<file path="src/calendar_date_stepper_macros.svh">
// assertion macros for the calendar date stepper
`ifndef CALENDAR_DATE_STEPPER_MACROS_SVH
`define CALENDAR_DATE_STEPPER_MACROS_SVH

// same-cycle implication, checked outside reset
`define CDS_ASSERT_IMPL(label, ante, cons, msg) \
	label: assert property (@(posedge clk) disable iff (!arst_n) (ante) |-> (cons)) \
		else $error(msg);

// next-cycle implication, checked outside reset
`define CDS_ASSERT_NEXT(label, ante, cons, msg) \
	label: assert property (@(posedge clk) disable iff (!arst_n) (ante) |=> (cons)) \
		else $error(msg);

`endif

</file>
<file path="src/cds_pkg.sv">
// types, constants and calendar helper functions for the calendar date stepper
package cds_pkg;

	localparam int DAY_W   = 5;
	localparam int MONTH_W = 4;
	localparam int YEAR_W  = 14;
	localparam int WDAY_W  = 3;
	localparam int CNT_W   = 16;
	localparam int YR400_W = 9;

	localparam int MAX_YEAR_DEF = 9999;

	// reset date, 1 jan 2026 (a thursday)
	localparam logic [DAY_W-1:0]   RESET_DAY   = 5'd1;
	localparam logic [MONTH_W-1:0] RESET_MONTH = 4'd1;
	localparam logic [YEAR_W-1:0]  RESET_YEAR  = 14'd2026;
	localparam logic [YR400_W-1:0] RESET_YR400 = YR400_W'(2026 % 400);
	localparam logic [WDAY_W-1:0]  RESET_WDAY  = 3'd4;

	// reciprocals for division by constants, and multiplier constants, on the shared multiplier
	localparam logic [14:0] RECIP100 = 15'd5243;   // x/100 = (x*5243) >> 19, x < 4096
	localparam logic [14:0] RECIP7   = 15'd18725;  // x/7 = (x*18725) >> 17, x < 32768
	localparam logic [14:0] MUL400   = 15'd400;
	localparam logic [14:0] MUL7     = 15'd7;

	typedef enum logic [1:0] {
		CMD_SET  = 2'd0,
		CMD_ADD  = 2'd1,
		CMD_SNAP = 2'd2,
		CMD_READ = 2'd3
	} cmd_t;

	typedef enum logic [1:0] {
		ERR_NONE = 2'd0,
		ERR_DATE = 2'd1,
		ERR_WDAY = 2'd2,
		ERR_YEAR = 2'd3
	} err_t;

	typedef enum logic [3:0] {
		ST_IDLE,
		ST_Q400,
		ST_REM,
		ST_SUM,
		ST_MOD7,
		ST_WDAY,
		ST_STEP,
		ST_COMMIT,
		ST_DONE
	} state_t;

	// leap year from the year modulo 400
	function automatic logic is_leap(input logic [YR400_W-1:0] r);
		return (r == '0) ||
			((r[1:0] == 2'b00) && (r != 9'd100) && (r != 9'd200) && (r != 9'd300));
	endfunction

	// month length, zero for a month outside 1..12
	function automatic logic [DAY_W-1:0] month_days(input logic [MONTH_W-1:0] m,
			input logic leap);
		logic [DAY_W-1:0] d;
		case (m)
			4'd1, 4'd3, 4'd5, 4'd7, 4'd8, 4'd10, 4'd12: d = 5'd31;
			4'd4, 4'd6, 4'd9, 4'd11: d = 5'd30;
			4'd2: d = leap ? 5'd29 : 5'd28;
			default: d = 5'd0;
		endcase
		return d;
	endfunction

	// month offset of the weekday formula
	function automatic logic [2:0] sak_off(input logic [MONTH_W-1:0] m);
		logic [2:0] o;
		case (m)
			4'd1:  o = 3'd0;
			4'd2:  o = 3'd3;
			4'd3:  o = 3'd2;
			4'd4:  o = 3'd5;
			4'd5:  o = 3'd0;
			4'd6:  o = 3'd3;
			4'd7:  o = 3'd5;
			4'd8:  o = 3'd1;
			4'd9:  o = 3'd4;
			4'd10: o = 3'd6;
			4'd11: o = 3'd2;
			4'd12: o = 3'd4;
			default: o = 3'd0;
		endcase
		return o;
	endfunction

endpackage

</file>
<file path="src/calendar_date_stepper.sv">
// calendar date stepper: stored gregorian date with set, add, snap and read
// a read or a bad weekday goes straight to done; a set runs the weekday sum (a rejected date ends
// at the check), add or snap step |n| days, one per cycle (|n| up to 32768)
// one word at a time, a new word may start in the done cycle
// no output stall
// reset: asynchronous, date 1.1.2026 (thursday), idle, no result pending
module calendar_date_stepper import cds_pkg::*; #(
	parameter int MAX_YEAR = MAX_YEAR_DEF
) (
	input  logic                      clk,
	input  logic                      arst_n,
	input  logic                      start,
	output logic                      busy,
	input  logic [1:0]                command,
	input  logic [DAY_W-1:0]          new_day,
	input  logic [MONTH_W-1:0]        new_month,
	input  logic [YEAR_W-1:0]         new_year,
	input  logic signed [CNT_W-1:0]   day_count,
	input  logic [WDAY_W-1:0]         target_weekday,
	output logic                      done,
	output logic [DAY_W-1:0]          cur_day,
	output logic [MONTH_W-1:0]        cur_month,
	output logic [YEAR_W-1:0]         cur_year,
	output logic [WDAY_W-1:0]         day_of_week,
	output logic [1:0]                error_code
);

	`include "calendar_date_stepper_macros.svh"

	localparam logic [YEAR_W:0] MaxY = MAX_YEAR[YEAR_W:0];

	state_t state_q, state_d;
	logic   done_q, done_d;
	err_t   err_q;

	// stored date
	logic [DAY_W-1:0]   day_q;
	logic [MONTH_W-1:0] month_q;
	logic [YEAR_W-1:0]  year_q;
	logic [YR400_W-1:0] yr400_q;
	logic [WDAY_W-1:0]  wday_q;

	// working date and step control
	logic [DAY_W-1:0]   wd_q;
	logic [MONTH_W-1:0] wm_q;
	logic [YEAR_W-1:0]  wy_q;
	logic [YR400_W-1:0] wr_q;
	logic [WDAY_W-1:0]  ww_q;
	logic [CNT_W-1:0]   cnt_q;
	logic               fwd_q;

	// weekday computation intermediates
	logic [5:0]         q400_q;
	logic [YR400_W-1:0] rem_q;
	logic [14:0]        sum_q;
	logic [11:0]        q7_q;

	logic accept;
	assign accept = (state_q == ST_IDLE) && start;

	// snap distance in both directions
	logic [3:0]        t_minus;
	logic [2:0]        snap_fwd, snap_bwd;
	logic              snap_go_fwd;
	logic [CNT_W-1:0]  snap_cnt;
	always_comb begin
		t_minus     = {1'b0, target_weekday} + 4'd7 - {1'b0, wday_q};
		snap_fwd    = (t_minus >= 4'd7) ? 3'(t_minus - 4'd7) : t_minus[2:0];
		snap_bwd    = (snap_fwd == 3'd0) ? 3'd0 : 3'(3'd7 - snap_fwd);
		snap_go_fwd = (snap_fwd <= snap_bwd);
		snap_cnt    = snap_go_fwd ? CNT_W'(snap_fwd) : CNT_W'(snap_bwd);
	end

	// magnitude of the day count
	logic [CNT_W-1:0] add_mag;
	assign add_mag = day_count[CNT_W-1] ? CNT_W'(-day_count) : CNT_W'(day_count);

	// shared multiplier
	logic [14:0] mul_a, mul_b;
	logic [29:0] mul_p;
	logic [YEAR_W-1:0] y_eff;
	always_comb begin
		y_eff = (wm_q < 4'd3) ? ((wy_q == '0) ? '0 : YEAR_W'(wy_q - 1'b1)) : wy_q;
		case (state_q)
			ST_Q400: begin
				mul_a = {3'b0, y_eff[YEAR_W-1:2]};
				mul_b = RECIP100;
			end
			ST_REM: begin
				mul_a = {9'b0, q400_q};
				mul_b = MUL400;
			end
			ST_MOD7: begin
				mul_a = sum_q;
				mul_b = RECIP7;
			end
			ST_WDAY: begin
				mul_a = {3'b0, q7_q};
				mul_b = MUL7;
			end
			default: begin
				mul_a = '0;
				mul_b = '0;
			end
		endcase
		mul_p = mul_a * mul_b;
	end

	// set check and weekday sum
	logic [YEAR_W-1:0]  rem_full;
	logic [YR400_W-1:0] ny_r;
	logic [1:0]         c100;
	logic [15:0]        sum_w;
	logic               set_ok;
	logic [2:0]         w7;
	always_comb begin
		rem_full = YEAR_W'(y_eff - mul_p[YEAR_W-1:0]);
		if (wm_q < 4'd3) begin
			ny_r = (rem_q == 9'd399) ? '0 : YR400_W'(rem_q + 1'b1);
		end else begin
			ny_r = rem_q;
		end
		if (rem_q >= 9'd300) begin
			c100 = 2'd3;
		end else if (rem_q >= 9'd200) begin
			c100 = 2'd2;
		end else if (rem_q >= 9'd100) begin
			c100 = 2'd1;
		end else begin
			c100 = 2'd0;
		end
		set_ok = (wy_q != '0) && ({1'b0, wy_q} <= MaxY) &&
			(wm_q >= 4'd1) && (wm_q <= 4'd12) && (wd_q != '0) &&
			(wd_q <= month_days(wm_q, is_leap(ny_r)));
		sum_w = {2'b0, y_eff} + {4'b0, y_eff[YEAR_W-1:2]}
			- {8'b0, q400_q, 2'b00} - {14'b0, c100} + {10'b0, q400_q}
			+ {13'b0, sak_off(wm_q)} + {11'b0, wd_q};
		w7 = 3'(sum_q - mul_p[14:0]);
	end

	// one day step of the working date
	logic [DAY_W-1:0]   mdays_cur, mdays_prev;
	logic [MONTH_W-1:0] m_prev;
	logic [YEAR_W:0]    wy_inc;
	logic               step_fail;
	logic [DAY_W-1:0]   sd;
	logic [MONTH_W-1:0] sm;
	logic [YEAR_W-1:0]  sy;
	logic [YR400_W-1:0] sr;
	logic [WDAY_W-1:0]  sw;
	always_comb begin
		mdays_cur  = month_days(wm_q, is_leap(wr_q));
		m_prev     = MONTH_W'(wm_q - 1'b1);
		mdays_prev = month_days(m_prev, is_leap(wr_q));
		wy_inc     = {1'b0, wy_q} + 1'b1;
		sd = wd_q;
		sm = wm_q;
		sy = wy_q;
		sr = wr_q;
		step_fail = 1'b0;
		if (fwd_q) begin
			sw = (ww_q == 3'd7) ? 3'd1 : 3'(ww_q + 1'b1);
			if (wd_q >= mdays_cur) begin
				sd = 5'd1;
				if (wm_q >= 4'd12) begin
					sm = 4'd1;
					sy = wy_inc[YEAR_W-1:0];
					sr = (wr_q == 9'd399) ? '0 : YR400_W'(wr_q + 1'b1);
					step_fail = (wy_inc > MaxY);
				end else begin
					sm = MONTH_W'(wm_q + 1'b1);
				end
			end else begin
				sd = DAY_W'(wd_q + 1'b1);
			end
		end else begin
			sw = (ww_q == 3'd1) ? 3'd7 : 3'(ww_q - 1'b1);
			if (wd_q <= 5'd1) begin
				if (wm_q <= 4'd1) begin
					sm = 4'd12;
					sy = YEAR_W'(wy_q - 1'b1);
					sr = (wr_q == '0) ? 9'd399 : YR400_W'(wr_q - 1'b1);
					sd = 5'd31;
					step_fail = (wy_q <= 14'd1);
				end else begin
					sm = m_prev;
					sd = mdays_prev;
				end
			end else begin
				sd = DAY_W'(wd_q - 1'b1);
			end
		end
	end

	// state register
	always_ff @(posedge clk or negedge arst_n) begin
		if (!arst_n) begin
			state_q <= ST_IDLE;
			done_q  <= 1'b0;
		end else begin
			state_q <= state_d;
			done_q  <= done_d;
		end
	end

	// next state and result strobe
	always_comb begin
		state_d = state_q;
		done_d  = 1'b0;
		case (state_q)
			ST_IDLE: begin
				if (start) begin
					case (cmd_t'(command))
						CMD_SET: state_d = ST_Q400;
						CMD_ADD: state_d = (day_count == '0) ? ST_COMMIT : ST_STEP;
						CMD_SNAP: begin
							if (target_weekday == '0) begin
								state_d = ST_DONE;
							end else begin
								state_d = (snap_cnt == '0) ? ST_COMMIT : ST_STEP;
							end
						end
						default: state_d = ST_DONE;
					endcase
				end
			end
			ST_Q400: state_d = ST_REM;
			ST_REM:  state_d = ST_SUM;
			ST_SUM: begin
				if (set_ok) begin
					state_d = ST_MOD7;
				end else begin
					state_d = ST_IDLE;
					done_d  = 1'b1;
				end
			end
			ST_MOD7: state_d = ST_WDAY;
			ST_WDAY: state_d = ST_COMMIT;
			ST_STEP: begin
				if (step_fail) begin
					state_d = ST_IDLE;
					done_d  = 1'b1;
				end else if (cnt_q == CNT_W'(1)) begin
					state_d = ST_COMMIT;
				end
			end
			ST_COMMIT, ST_DONE: begin
				state_d = ST_IDLE;
				done_d  = 1'b1;
			end
			default: state_d = ST_IDLE;
		endcase
	end

	// stored date and error code
	always_ff @(posedge clk or negedge arst_n) begin
		if (!arst_n) begin
			day_q   <= RESET_DAY;
			month_q <= RESET_MONTH;
			year_q  <= RESET_YEAR;
			yr400_q <= RESET_YR400;
			wday_q  <= RESET_WDAY;
			err_q   <= ERR_NONE;
		end else begin
			if (accept) begin
				err_q <= ((cmd_t'(command) == CMD_SNAP) && (target_weekday == '0)) ?
					ERR_WDAY : ERR_NONE;
			end
			if ((state_q == ST_SUM) && !set_ok) begin
				err_q <= ERR_DATE;
			end
			if ((state_q == ST_STEP) && step_fail) begin
				err_q <= ERR_YEAR;
			end
			if (state_q == ST_COMMIT) begin
				day_q   <= wd_q;
				month_q <= wm_q;
				year_q  <= wy_q;
				yr400_q <= wr_q;
				wday_q  <= ww_q;
			end
		end
	end

	// working date datapath
	always_ff @(posedge clk) begin
		case (state_q)
			ST_IDLE: begin
				if (start) begin
					if (cmd_t'(command) == CMD_SET) begin
						wd_q <= new_day;
						wm_q <= new_month;
						wy_q <= new_year;
					end else begin
						wd_q <= day_q;
						wm_q <= month_q;
						wy_q <= year_q;
						wr_q <= yr400_q;
						ww_q <= wday_q;
					end
					if (cmd_t'(command) == CMD_SNAP) begin
						cnt_q <= snap_cnt;
						fwd_q <= snap_go_fwd;
					end else begin
						cnt_q <= add_mag;
						fwd_q <= !day_count[CNT_W-1];
					end
				end
			end
			ST_Q400: q400_q <= mul_p[24:19];
			ST_REM:  rem_q  <= rem_full[YR400_W-1:0];
			ST_SUM: begin
				wr_q  <= ny_r;
				sum_q <= sum_w[14:0];
			end
			ST_MOD7: q7_q <= mul_p[28:17];
			ST_WDAY: ww_q <= (w7 == 3'd0) ? 3'd7 : w7;
			ST_STEP: begin
				if (!step_fail) begin
					wd_q  <= sd;
					wm_q  <= sm;
					wy_q  <= sy;
					wr_q  <= sr;
					ww_q  <= sw;
					cnt_q <= CNT_W'(cnt_q - 1'b1);
				end
			end
			default: begin
			end
		endcase
	end

	// result ports
	assign busy        = (state_q != ST_IDLE);
	assign done        = done_q;
	assign cur_day     = day_q;
	assign cur_month   = month_q;
	assign cur_year    = year_q;
	assign day_of_week = wday_q;
	assign error_code  = err_q;

	// checks
	`CDS_ASSERT_NEXT(a_accept_busy, start && !busy, busy, "accepted word did not raise busy")
	`CDS_ASSERT_IMPL(a_done_idle, done, !busy || $past(state_q == ST_IDLE), "done while working")
	`CDS_ASSERT_NEXT(a_date_hold, state_q != ST_COMMIT, $stable(day_q) && $stable(month_q) && $stable(year_q), "stored date changed outside commit")
	`CDS_ASSERT_NEXT(a_commit_done, state_q == ST_COMMIT, done && (err_q == ERR_NONE), "commit without clean result")
	`CDS_ASSERT_IMPL(a_date_legal, 1'b1, (day_q != '0) && (month_q >= 4'd1) && (month_q <= 4'd12) && (wday_q != '0), "stored date out of range")

endmodule
</file>
<file path="config.mk">
export PLATFORM = sky130hd
export DESIGN_NAME = calendar_date_stepper
export DESIGN_NICKNAME = d
export VERILOG_FILES = /design/src/cds_pkg.sv /design/src/calendar_date_stepper.sv
export VERILOG_INCLUDE_DIRS = /design/src /design/src/src
export SDC_FILE = /design/constraint.sdc
export NUM_CORES = 1
export LEC_CHECK = 0
export BUFFER_PORTS_ARGS = -buffer_cell sky130_fd_sc_hd__buf_2
export CAP_MARGIN = 40
export CORE_UTILIZATION = 30
export CTS_CLUSTER_DIAMETER = 150
export DETAILED_ROUTE_END_ITERATION = 8
export SLEW_MARGIN = 0
export SYNTH_ARGS = -nofsm -noshare
export SYNTH_HDL_FRONTEND = slang
export SYNTH_SLANG_ARGS = --single-unit
</file>
<file path="constraint.sdc">
create_clock -name clk -period 15.8 [get_ports clk]
set_input_delay 1.58 -clock clk [delete_from_list [all_inputs] [get_ports clk]]
set_output_delay 1.58 -clock clk [all_outputs]
set_load 0.005 [all_outputs]
</file>
# Word-level counts from Yosys, hierarchy flattened
# Memory sizes are Yosys's and may differ from the RTL's. A register that Yosys moved wholly into a read port is not among the register bits.
# Cells that the tools add are included.
dict set report op_classes {
  n_addsub 25
  n_mul 1
  n_lt_le_gt_ge 16
  eq_ne 53
  n_mux 90
  n_reduce_logical 50
}
# operator count
set ops {}
lappend ops {{2-to-1 mux 14 bit} 10}
lappend ops {{one-hot mux 15 bit (4 select lines)} 2}
lappend ops {{2-to-1 mux 9 bit} 12}
lappend ops {{2-to-1 mux 16 bit} 4}
lappend ops {{2-to-1 mux 4 bit} 13}
lappend ops {{== test 4 x 3 -> 1 bit, second input constant} 12}
lappend ops {{one-hot mux 5 bit (3 select lines)} 3}
lappend ops {{== test 4 bit, second input constant} 11}
lappend ops {{2-to-1 mux 5 bit} 7}
lappend ops {{2-to-1 mux 3 bit} 11}
lappend ops {{zero test 16 bit} 2}
lappend ops {{one-hot mux 16 bit (2 select lines)} 1}
lappend ops {{multiplier 15 x 15 -> 29 bit} 1}
lappend ops {{one-hot mux 14 bit (2 select lines)} 1}
lappend ops {{one-hot mux 4 bit (7 select lines)} 1}
lappend ops {{one-hot mux 9 bit (3 select lines)} 1}
lappend ops {{== test 4 x 2 -> 1 bit, second input constant} 6}
lappend ops {{adder 9 x 1 -> 9 bit, second input constant} 2}
lappend ops {{== test 9 bit, second input constant} 2}
lappend ops {{zero test 9 bit} 2}
lappend ops {{inequality test 9 x 7 -> 1 bit, second input constant} 2}
lappend ops {{inequality test 9 x 8 -> 1 bit, second input constant} 2}
lappend ops {{inequality test 9 bit, second input constant} 2}
lappend ops {{== test 16 x 1 -> 1 bit, second input constant} 1}
lappend ops {{other kinds (74)} 124}
dict set report word_totals {
  reg_bits 136
  mem_bits_ro 48
  in_bits 47
  output_inout_bits 30
  n_memories 1
}
# name words width rd rd_ports_with_merged_regs write_ports line_no
set memory_table {}
lappend memory_table {{(name not given)} 16 3 1 1 0 cds_pkg.sv:74} ;# case (m)

# Depth between registers and ports, before layout
# Gate-level depths: netlist (run 1).
dict set report logic_depth {
  ltp_word 16
  depth_mapped 35
  depth_no_buf 35
}

# Worst setup path before layout (run 1)
# OpenSTA, ideal clock, no wires.
dict set report synth_timing {
  path_kind {register -> register}
  startpoint {register wy_q[0]}
  endpoint {register q7_q[11], data pin}
  arrival_time_ps 8216
  t_required_ps 15540
  path_slack_ps 7324
  path_stages_with_launch 32
  path_buffers 0
  synth_period_minus_slack_ps 8476
  path_cell_list {edfxtp_1 or4_4 or4_4 or3_4 or3_4 nand2_1 nand2_1 a21oi_1 nor2_1 nor2b_2 nor2_1 fa_1 inv_1 fa_1 inv_1 fa_1 fa_1 fa_1 inv_1 fa_1 inv_1 ha_1 and3_1 a221oi_1 o21ai_0 a221oi_1 a31oi_1 a41oi_1 o21ai_0 a21o_1 a21oi_1 xnor2_1}
}
dict set report synth_between {
  elab_chain_cells 5
  word_cells_on_any_way 6
}
# element line_no
set synth_rtl {}
lappend synth_rtl {{start: declaration} calendar_date_stepper.sv:46} ;# logic [YEAR_W-1:0] wy_q;
lappend synth_rtl {{start signal: assignment} calendar_date_stepper.sv:293} ;# wy_q <= new_year;
lappend synth_rtl {{start signal: assignment} calendar_date_stepper.sv:297} ;# wy_q <= year_q;
lappend synth_rtl {{start signal: assignment} calendar_date_stepper.sv:322} ;# wy_q <= sy;
lappend synth_rtl {{subtractor 14 x 1 -> 14 bit / zero test 14 bit (equally long branches)} calendar_date_stepper.sv:83} ;# y_eff = (wm_q < 4'd3) ? ((wy_q == '0) ? '0 : YEAR_W'(wy_q - 1'b1)) : wy_q;
lappend synth_rtl {{2-to-1 mux 14 bit (*) (2 in a row)} calendar_date_stepper.sv:83}
lappend synth_rtl {{one-hot mux 15 bit (4 select lines) (*)} calendar_date_stepper.sv:84} ;# case (state_q)
lappend synth_rtl {{multiplier 15 x 15 -> 29 bit (*)} calendar_date_stepper.sv:106} ;# mul_p = mul_a * mul_b;
lappend synth_rtl {{named net mul_p[28]} calendar_date_stepper.sv:80} ;# logic [29:0] mul_p;
lappend synth_rtl {{end signal: assignment} calendar_date_stepper.sv:316} ;# ST_MOD7: q7_q <= mul_p[28:17];
lappend synth_rtl {{end: declaration} calendar_date_stepper.sv:56} ;# logic [11:0] q7_q;
# The timed path passes the listed nets; every way through them passes the cells marked *.
# A chain may end at the register's enable or synchronous reset.

# Worst setup path in the final report (run 1)
dict set report layout_timing {
  startpoint {register wy_q[2]}
  endpoint {register q7_q[11], data pin}
}
dict set report layout_between {
  elab_chain_cells 5
  word_cells_on_any_way 6
}
# element line_no
set layout_rtl {}
lappend layout_rtl {{subtractor 14 x 1 -> 14 bit / zero test 14 bit (equally long branches)} calendar_date_stepper.sv:83}
lappend layout_rtl {{2-to-1 mux 14 bit} calendar_date_stepper.sv:83}
lappend layout_rtl {{2-to-1 mux 14 bit (*)} calendar_date_stepper.sv:83}
lappend layout_rtl {{one-hot mux 15 bit (4 select lines) (*)} calendar_date_stepper.sv:84}
lappend layout_rtl {{multiplier 15 x 15 -> 29 bit (*)} calendar_date_stepper.sv:106}
lappend layout_rtl {{named net mul_p[28]} calendar_date_stepper.sv:80}
# Marked as above.

==> results of run 1 <==
## final cells by class
type                            instances  area share
Inverter                              320      0.0625
Clock inverter                         10     0.00691
Tap cell                              756      0.0493
Clock buffer                           22      0.0264
Sequential cell                       139       0.206
Timing Repair Buffer                   95      0.0289
Multi-Input combinational cell       1375       0.620
## cell usage after synthesis, types with 8 or more instances
library cell,instances
inv_1,317
nand3_1,28
o22ai_1,20
clkbuf_1,56
o21ai_0,88
a31oi_1,13
dfstp_2,14
nand2_1,161
edfxtp_1,94
xor2_1,43
xnor2_1,61
a221oi_1,11
o211ai_1,8
nor2_1,124
nand2b_1,20
mux2_2,19
a21oi_1,82
fa_1,162
dfrtp_1,28
a221o_1,10
or3_1,12
nor2b_1,19
mux2i_1,31
and3_1,27
nand4_1,10
nor3_1,41
a21o_1,23
a211oi_1,14
ha_1,208
o31ai_1,12
## state kept, by name, summed over array words and instances, names as in the netlist, named ones only
signal,flops
q7_q,12
wr_q,9
fwd_q,1
wm_q,4
ww_q,3
state_q,4
sum_q,15
error_code,2
day_of_week,3
wy_q,14
done,1
rem_q,9
yr400_q,9
q400_q,6
cur_year,14
cur_month,4
cnt_q,16
wd_q,5
cur_day,5
## worst max-delay path, delay by kind of cell, from the launching register on
family	cells	cell delay (ns)
AOI/OAI and AO/OA	9	2.46
xor gates and xnor gates	1	0.09
adders and majority gates	7	3.37
buffers and inverters	4	0.20
DFF	1	0.59
and+or+nand+nor	10	2.66
## cells by family (layout without fill, tap and decap cells)
family,Yosys count,in the layout,share of synthesized area
XOR/XNOR,104,104,0.0530
buffers and inverters,387,447,0.0851
adder cells (fa/ha/maj),370,370,0.340
AND/OR/NAND/NOR,494,494,0.138
AO/OA/AOI/OAI,329,329,0.122
other,2,27,0.000437
flip-flops,139,139,0.230
multiplexers,51,51,0.0313
## worst paths after layout
path | to | slack, ns | cells past startpoint
max | q7_q[11]$_DFFE_PN_ | 6.15 | 31
min | cur_year[3]$_DFFE_PN1P_ | 0.49 | 2
max reg2reg | q7_q[11]$_DFFE_PN_ | 6.15 | 31
min reg2reg | cur_year[3]$_DFFE_PN1P_ | 0.49 | 2
max in group asynchronous | state_q[0]$_DFFE_PN0P_ | 14.13 | 2
min in group asynchronous | cur_day[1]$_DFFE_PN0P_ | 1.24 | 2
## through the flow
stage,util,hold WS [ns],setup slack (ns),instance area [um^2],instances
after floorplan,-,0.450,7.32,17300,1901
after global placement,0.327,0.473,6.42,18500,2678
after detailed placement,0.329,0.482,6.24,18600,2684
after CTS,0.340,0.491,6.21,19200,2716
after global routing,0.340,0.521,5.62,19200,2717
final,0.340,0.487,6.15,19200,2717
## layer usage
| layer | global-route usage | up-vias |
|---|---|---|
| li1 | - | 6427 |
| met1 | 0.206 | 6624 |
| met2 | 0.284 | 351 |
| met3 | 0.0198 | 48 |
| met4 | 0.0414 | 0 |
| met5 | 0 | - |
==> impl_metrics.py, run 1 <==
metrics = {
    "status": {
        "status": "finished clean",
    },
    "timing": {
        "finClkSkew_ns": 0.00975,
        "max_slew_margin": 0.430,
        "fmax_mhz": 104,
        "setup_violations": 0,
        "rsz0062_at_grt": "false",
        "fin_crit_ns": 9.65,
        "maxSlewViolCount": 0,
        "hold_viol_final": 0,
        "fin_crit_sh": 0.610,
        "tns_ns": 0,
        "tightest_slew_ns": 0.845,
    },
    "yosys": {
        "synth-async-reset-ratio": 0.302,
        "synth_warnings": 0,
        "synth_edf_count": 94,
        "synthDistinctLibCells": 78,
        "synthTopCellsByArea": "fa_1, edfxtp_1, ha_1",
        "ys.flop_type": "edfxtp_1",
        "yosys.area.top_type": "fa_1",
        "synth.avg_cell_area_um2": 9.17,
        "syn-instance-count": 1876,
        "synth_top_cell_area_share": 0.189,
        "ys_ff_latch": 139,
        "synth_area_um2": 17200,
        "seq_area_frac_synth": 0.230,
    },
    "die": {
        "die_y_um": 241,
        "dieArea_um2": 58300,
        "rows": 87,
        "die_width_um": 241,
        "top_level_ports": 77,
        "start_util": 0.304,
        "core_area_um2": 56500,
    },
    "detailed_routing": {
        "routed.top_layer": "met4",
        "vias": 13450,
        "wl_met1_um": 19800,
        "ant_nets": 0,
        "drt_wl_total_um": 44900,
        "drtIter0Drc": 808,
        "wl_per_cell_um": 16.5,
        "dr_wl_met2_um": 22200,
        "viasPerCell": 4.95,
        "drcViolationCount": 0,
        "wl_met3_um": 2040,
        "firstDrtPassIters": 5,
    },
    "layout": {
        "drive_gt1_frac": 0.0969,
        "num-nets-final": 2365,
        "nFillCells": 5761,
        "num_antenna_cells": 0,
        "layout_commonest_cell": "inv_1",
        "layout.cells.most_common_list": "inv_1, ha_1, fa_1",
        "multi_input_area_um2": 11900,
        "regArea_um2": 3950,
        "syn_to_final_growth_pct": 11.7,
    },
    "global_route": {
        "grt_pass1_wl_um": 73500,
        "grt.total_usage": 0.161,
        "grt_max_degree": 53,
        "grt_pass1_vias": 13997,
        "grt-ovfl-total": 0,
        "antenna_found_initial": 0,
    },
    "critical_path": {
        "crit_required_ns": 15.99,
        "arrival_ns": 9.83,
        "crit_path_end_kind": "flip-flop",
        "r2r-start": "wy_q[2]$_DFFE_PP_",
        "cp-start-kind": "flip-flop",
        "crit_slowest_cell": "or4_4",
        "crit_type": "flip-flop to flip-flop",
        "cpPeakStageDelay_ns": 0.63,
        "crit_start": "wy_q[2]$_DFFE_PP_",
        "crit_top_cell": "fa_1",
        "critPathMaxFanout": 16,
    },
    "clock_tree": {
        "cts-root-to-sink-buffers": 2,
        "clk_latency_ns": 0.44,
        "postCtsSetupRepairBufs": 0,
        "cts_tree": "yes",
        "htreeDepth": 4,
        "numCtsBuffers": 17,
        "cts_resized": 0,
        "cts_hold_buf": 0,
        "clock_sinks": 139,
        "clk_pin_slew_ns": 0.06,
        "ctsRootBufferMaster": "clkbuf_16",
    },
    "min_path": {
        "hp-class": "flip-flop to flip-flop",
        "holdCritStartpoint": "cur_year[3]$_DFFE_PN1P_",
    },
    "run": {
        "cap_violations": 0,
    },
    "placed_design": {
        "place.gp.congestion": 0.901,
        "dp_hpwl_um": 36300,
        "portBuffers": 76,
    },
}
Power of run 1 is left out: the tool's default activity adds up to more than one toggle a clock period on the data nets, which glitch-free logic cannot reach.
==> inputs of run 2 (changes only) <==
- clock period: 15.8 -> 7.8 ns (I/O delays scaled with it)
==> impl_metrics.py, run 2 (synthesis gave the netlist of run 1 again) <==
metrics = {
    "critical_path": {
        "crit_type": "flip-flop to flip-flop",
        "arrival_ns": 8.62,
        "crit_path_end_kind": "flip-flop",
        "crit_slowest_cell": "or4_4",
        "cp-start-kind": "flip-flop",
        "crit_top_cell": "fa_1",
        "critPathBufInv": 7,
        "crit_family": "adder cells",
        "cpPeakStageDelay_ns": 0.54,
        "critPathMaxFanout": 4,
        "crit_required_ns": 7.99,
    },
    "global_route": {
        "antenna_found_initial": 1,
        "grt_max_degree": 53,
        "grt_pass1_wl_um": 77300,
        "grt-ovfl-total": 0,
        "grt_pass1_vias": 14827,
        "grt.total_usage": 0.169,
    },
    "layout": {
        "num-nets-final": 2511,
        "layout_commonest_cell": "inv_1",
        "num_antenna_cells": 0,
        "top_regs": "cnt_q (16), sum_q (15)",
        "nFillCells": 5694,
        "regMostFlops": "cnt_q",
        "layout.cells.most_common_list": "inv_1, ha_1, fa_1",
        "drive_gt1_frac": 0.182,
        "syn_to_final_growth_pct": 19.9,
        "largest_reg_flops": 16,
        "finalInstanceArea_um2": 20600,
        "fin_cells": 2863,
        "layout.core_utilization": 0.365,
    },
    "status": {
        "failed_checks": "setup timing",
        "status": "finished, violations left",
    },
    "placed_design": {
        "place.gp.congestion": 0.925,
        "placed_area_um2": 19700,
        "dp_hpwl_um": 39300,
        "portBuffers": 76,
        "dpl.cell_count": 2823,
    },
    "timing": {
        "hold_viol_final": 0,
        "timing.final.ws_setup_ns": -0.628,
        "fmax_mhz": 119,
        "maxSlewViolCount": 0,
        "rsz0062_at_grt": "true",
        "setup_violations": 17,
        "fin_crit_ns": 8.43,
        "finClkSkew_ns": 0.0159,
        "max_slew_margin": 0.457,
        "tightest_slew_ns": 0.815,
        "fin_crit_sh": 1.08,
    },
    "detailed_routing": {
        "wl_per_cell_um": 16.8,
        "vias": 14105,
        "firstDrtPassIters": 6,
        "viasPerCell": 4.93,
        "drt_wl_total_um": 48100,
        "drcViolationCount": 0,
        "drtIter0Drc": 882,
        "ant_nets": 0,
    },
    "die": {
        "top_level_ports": 77,
        "start_util": 0.304,
        "dieArea_um2": 58300,
        "die_width_um": 241,
        "core_area_um2": 56500,
        "rows": 87,
        "die_y_um": 241,
    },
    "run": {
        "cap_violations": 0,
    },
    "clock_tree": {
        "clk_latency_ns": 0.44,
        "numCtsBuffers": 17,
        "clk_pin_slew_ns": 0.07,
        "cts_hold_buf": 0,
        "clock_sinks": 139,
        "htreeDepth": 4,
        "ctsRootBufferMaster": "clkbuf_16",
        "cts_tree": "yes",
        "cts-root-to-sink-buffers": 2,
    },
    "min_path": {
        "hp-class": "primary input to async pin",
    },
}
==> run 2: layout make-up <==
cell class | count | area [um^2] | share of cell area
inverters | 320 | 1200 | 0.0583
multi-input cells | 1375 | 12200 | 0.593
clock inverters | 14 | 148 | 0.00716
clock buffers | 18 | 429 | 0.0208
repair buffers | 241 | 1720 | 0.0832
flip-flops and latches | 139 | 3950 | 0.192
well taps | 756 | 946 | 0.0459
==> run 2: worst paths after layout <==
| kind | slack [ns] | cells after the start | to | startpoint |
|---|---|---|---|---|
| hold / removal | 0.31 | 1 | cur_day[1]$_DFFE_PN0P_ | arst_n |
| hold reg to reg | 0.49 | 2 | yr400_q[1]$_DFFE_PN1P_ | yr400_q[1]$_DFFE_PN1P_ |
| min in group clk | 0.49 | 2 | yr400_q[1]$_DFFE_PN1P_ | yr400_q[1]$_DFFE_PN1P_ |
| max in group asynchronous | 6.87 | 2 | day_of_week[2]$_DFFE_PN1P_ | arst_n |
| setup / recovery | -0.63 | 33 | q7_q[10]$_DFFE_PN_ | wy_q[3]$_DFFE_PP_ |
| setup reg to reg | -0.63 | 33 | q7_q[10]$_DFFE_PN_ | wy_q[3]$_DFFE_PP_ |
==> run 2: what timing repair did <==
item / in CTS / in global routing
setup buffers: 5 / 5
pin swaps: 29 / 41
gates resized for setup: 24 / 31
endpoints found under the setup margin: 18 / 18
==> run 2: routing by layer <==
layer | global-route usage | vias up | routed length [um]
met3 | 0.0178 | 77 | 2040
met4 | 0.0533 | 0 | 1160
met2 | 0.299 | 374 | 23900
met1 | 0.215 | 6932 | 21000
met5 | 0 | - | 0
li1 | - | 6722 | -
==> run 2: metrics by stage <==
| step | setup slack [ns] | setup TNS, ns | hold WS (ns) |
|---|---|---|---|
| finish | -0.628 | -7.32 | 0.314 |
| detailed placement | -0.652 | -7.05 | 0.487 |
| global placement | -0.523 | -4.92 | 0.479 |
| global route | -0.861 | -11.24 | 0.356 |
| CTS | -0.550 | -6.09 | 0.331 |
| floorplan | -0.427 | -2.42 | 0.450 |
Power of run 2 is left out for the same reason.
==> inputs of run 3 (changes only) <==
- GPL_TIMING_DRIVEN: not set -> 0
- RECOVER_POWER: not set -> 50
==> impl_metrics.py, run 3 (synthesis gave the netlist of run 1 again) <==
metrics = {
    "layout": {
        "top_regs": "cnt_q (16), sum_q (15)",
        "num-nets-final": 2450,
        "layout.cells.most_common_list": "inv_1, ha_1, fa_1",
        "drive_gt1_frac": 0.115,
        "regMostFlops": "cnt_q",
        "num_antenna_cells": 0,
        "syn_to_final_growth_pct": 15.6,
        "layout_commonest_cell": "inv_1",
        "largest_reg_flops": 16,
        "nFillCells": 5737,
        "layout.core_utilization": 0.352,
        "finalInstanceArea_um2": 19900,
    },
    "timing": {
        "setup_violations": 17,
        "finClkSkew_ns": 0.0122,
        "maxSlewViolCount": 26,
        "fmax_mhz": 119,
        "rsz0062_at_grt": "true",
        "max_slew_margin": -0.00836,
        "timing.final.ws_setup_ns": -0.630,
        "tightest_slew_ns": 1.51,
        "fin_crit_sh": 1.08,
        "hold_viol_final": 0,
        "fin_crit_ns": 8.43,
    },
    "die": {
        "core_area_um2": 56500,
        "die_width_um": 241,
        "dieArea_um2": 58300,
        "start_util": 0.304,
        "rows": 87,
        "top_level_ports": 77,
        "die_y_um": 241,
    },
    "global_route": {
        "antenna_found_initial": 0,
        "grt.total_usage": 0.173,
        "grt-ovfl-total": 0,
        "grt_max_degree": 26,
        "grt_pass1_vias": 14237,
        "grt_pass1_wl_um": 78300,
    },
    "clock_tree": {
        "clk_latency_ns": 0.44,
        "cts_tree": "yes",
        "clk_pin_slew_ns": 0.07,
        "clock_sinks": 139,
        "cts_hold_buf": 0,
        "cts-root-to-sink-buffers": 2,
        "numCtsBuffers": 17,
        "ctsRootBufferMaster": "clkbuf_16",
        "htreeDepth": 4,
    },
    "detailed_routing": {
        "wl_per_cell_um": 17.6,
        "drcViolationCount": 0,
        "firstDrtPassIters": 5,
        "viasPerCell": 5.03,
        "drt_wl_total_um": 49200,
        "vias": 14095,
        "ant_nets": 0,
        "drtIter0Drc": 1088,
    },
    "placed_design": {
        "place.gp.congestion": 0.908,
        "portBuffers": 75,
        "dp_hpwl_um": 40300,
        "placed_area_um2": 18800,
    },
    "critical_path": {
        "ff2ff_path_depth": 32,
        "crit_slowest_cell": "fa_1",
        "r2r_slack_ns": -0.63,
        "arrival_ns": 8.63,
        "crit_type": "flip-flop to flip-flop",
        "timing.rr.end": "q7_q[11]$_DFFE_PN_",
        "crit_path_end_kind": "flip-flop",
        "r2r-start": "wy_q[1]$_DFFE_PP_",
        "crit_top_cell": "fa_1",
        "cp-start-kind": "flip-flop",
        "critPathMaxFanout": 7,
        "crit_required_ns": 8.00,
        "cpPeakStageDelay_ns": 0.59,
    },
    "status": {
        "status": "finished, violations left",
        "failed_checks": "capacitance limit, slew limit, setup timing",
    },
    "run": {
        "cap_violations": 1,
    },
    "min_path": {
        "hp-class": "flip-flop to flip-flop",
        "hold_depth": 2,
        "holdCritStartpoint": "yr400_q[1]$_DFFE_PN1P_",
        "hold_end": "yr400_q[1]$_DFFE_PN1P_",
    },
}
-- run 3: cell count changes in the layout (fill, tap and decap cells not counted), sizes merged --
cell and change:
buf -132, bufinv +4, clkbuf +73, clkinv -5
inv -1
-- run 3: area by class of cell --
cell class              count  area (um^2)  area share
inverters                 320         1200      0.0604
clock buffers              20          437      0.0220
well taps                 756          946      0.0476
multi-input cells        1375        12200       0.614
plain buffers              65          249      0.0125
clock inverters            12          220      0.0111
flip-flops and latches    139         3950       0.199
repair buffers            115          676      0.0340
-- run 3: worst max path at each step --
stage	to	depth (start not counted)	from
after floorplan	q7_q[11]$_DFFE_PN_	32	wy_q[3]$_DFFE_PP_
after detailed placement	q7_q[10]$_DFFE_PN_	33	wy_q[7]$_DFFE_PP_
after global routing	q7_q[11]$_DFFE_PN_	32	wy_q[0]$_DFFE_PP_
after global placement	q7_q[10]$_DFFE_PN_	33	wy_q[7]$_DFFE_PP_
after CTS	q7_q[11]$_DFFE_PN_	35	wy_q[3]$_DFFE_PP_
final	q7_q[11]$_DFFE_PN_	32	wy_q[1]$_DFFE_PP_
-- run 3: critical path: cells and delay by family, from the launching register on --
family	cells	cell delay, ns
DFF	1	0.51
AOI/OAI and AO/OA	9	1.61
buffers and inverters	5	0.37
xor gates and xnor gates	1	0.07
and+or+nand+nor	10	2.30
adders and majority gates	7	3.31
-- run 3: repair_timing --
item	in CTS	in global routing
setup endpoints to repair	19	21
pin swaps	60	49
resized for setup	31	32
buffers inserted	22	8
-- run 3: metrics by stage --
stage | setup TNS [ns] | instances | setup WS (ns) | hold WS, ns
2_1_floorplan | -2.42 | 1901 | -0.427 | 0.450
3_3_place_gp | -22.80 | 2732 | -1.79 | 0.475
3_5_place_dp | -22.20 | 2743 | -1.74 | 0.476
4_1_cts | -11.73 | 2796 | -0.895 | 0.307
5_1_grt | -11.41 | 2802 | -0.906 | 0.514
6_report | -6.99 | 2802 | -0.630 | 0.487
-- run 3: metal layers --
| metal | track usage | vias up | routed length (um) | part of all wire |
|---|---|---|---|---|
| met1 | 0.230 | 7051 | 22300 | 0.45 |
| li1 | - | 6604 | - | - |
| met5 | 0 | - | 0 | 0 |
| met4 | 0.0387 | 0 | 873 | 0.018 |
| met2 | 0.303 | 388 | 24000 | 0.49 |
| met3 | 0.0158 | 52 | 1990 | 0.040 |
Power of run 3 is left out for the same reason.
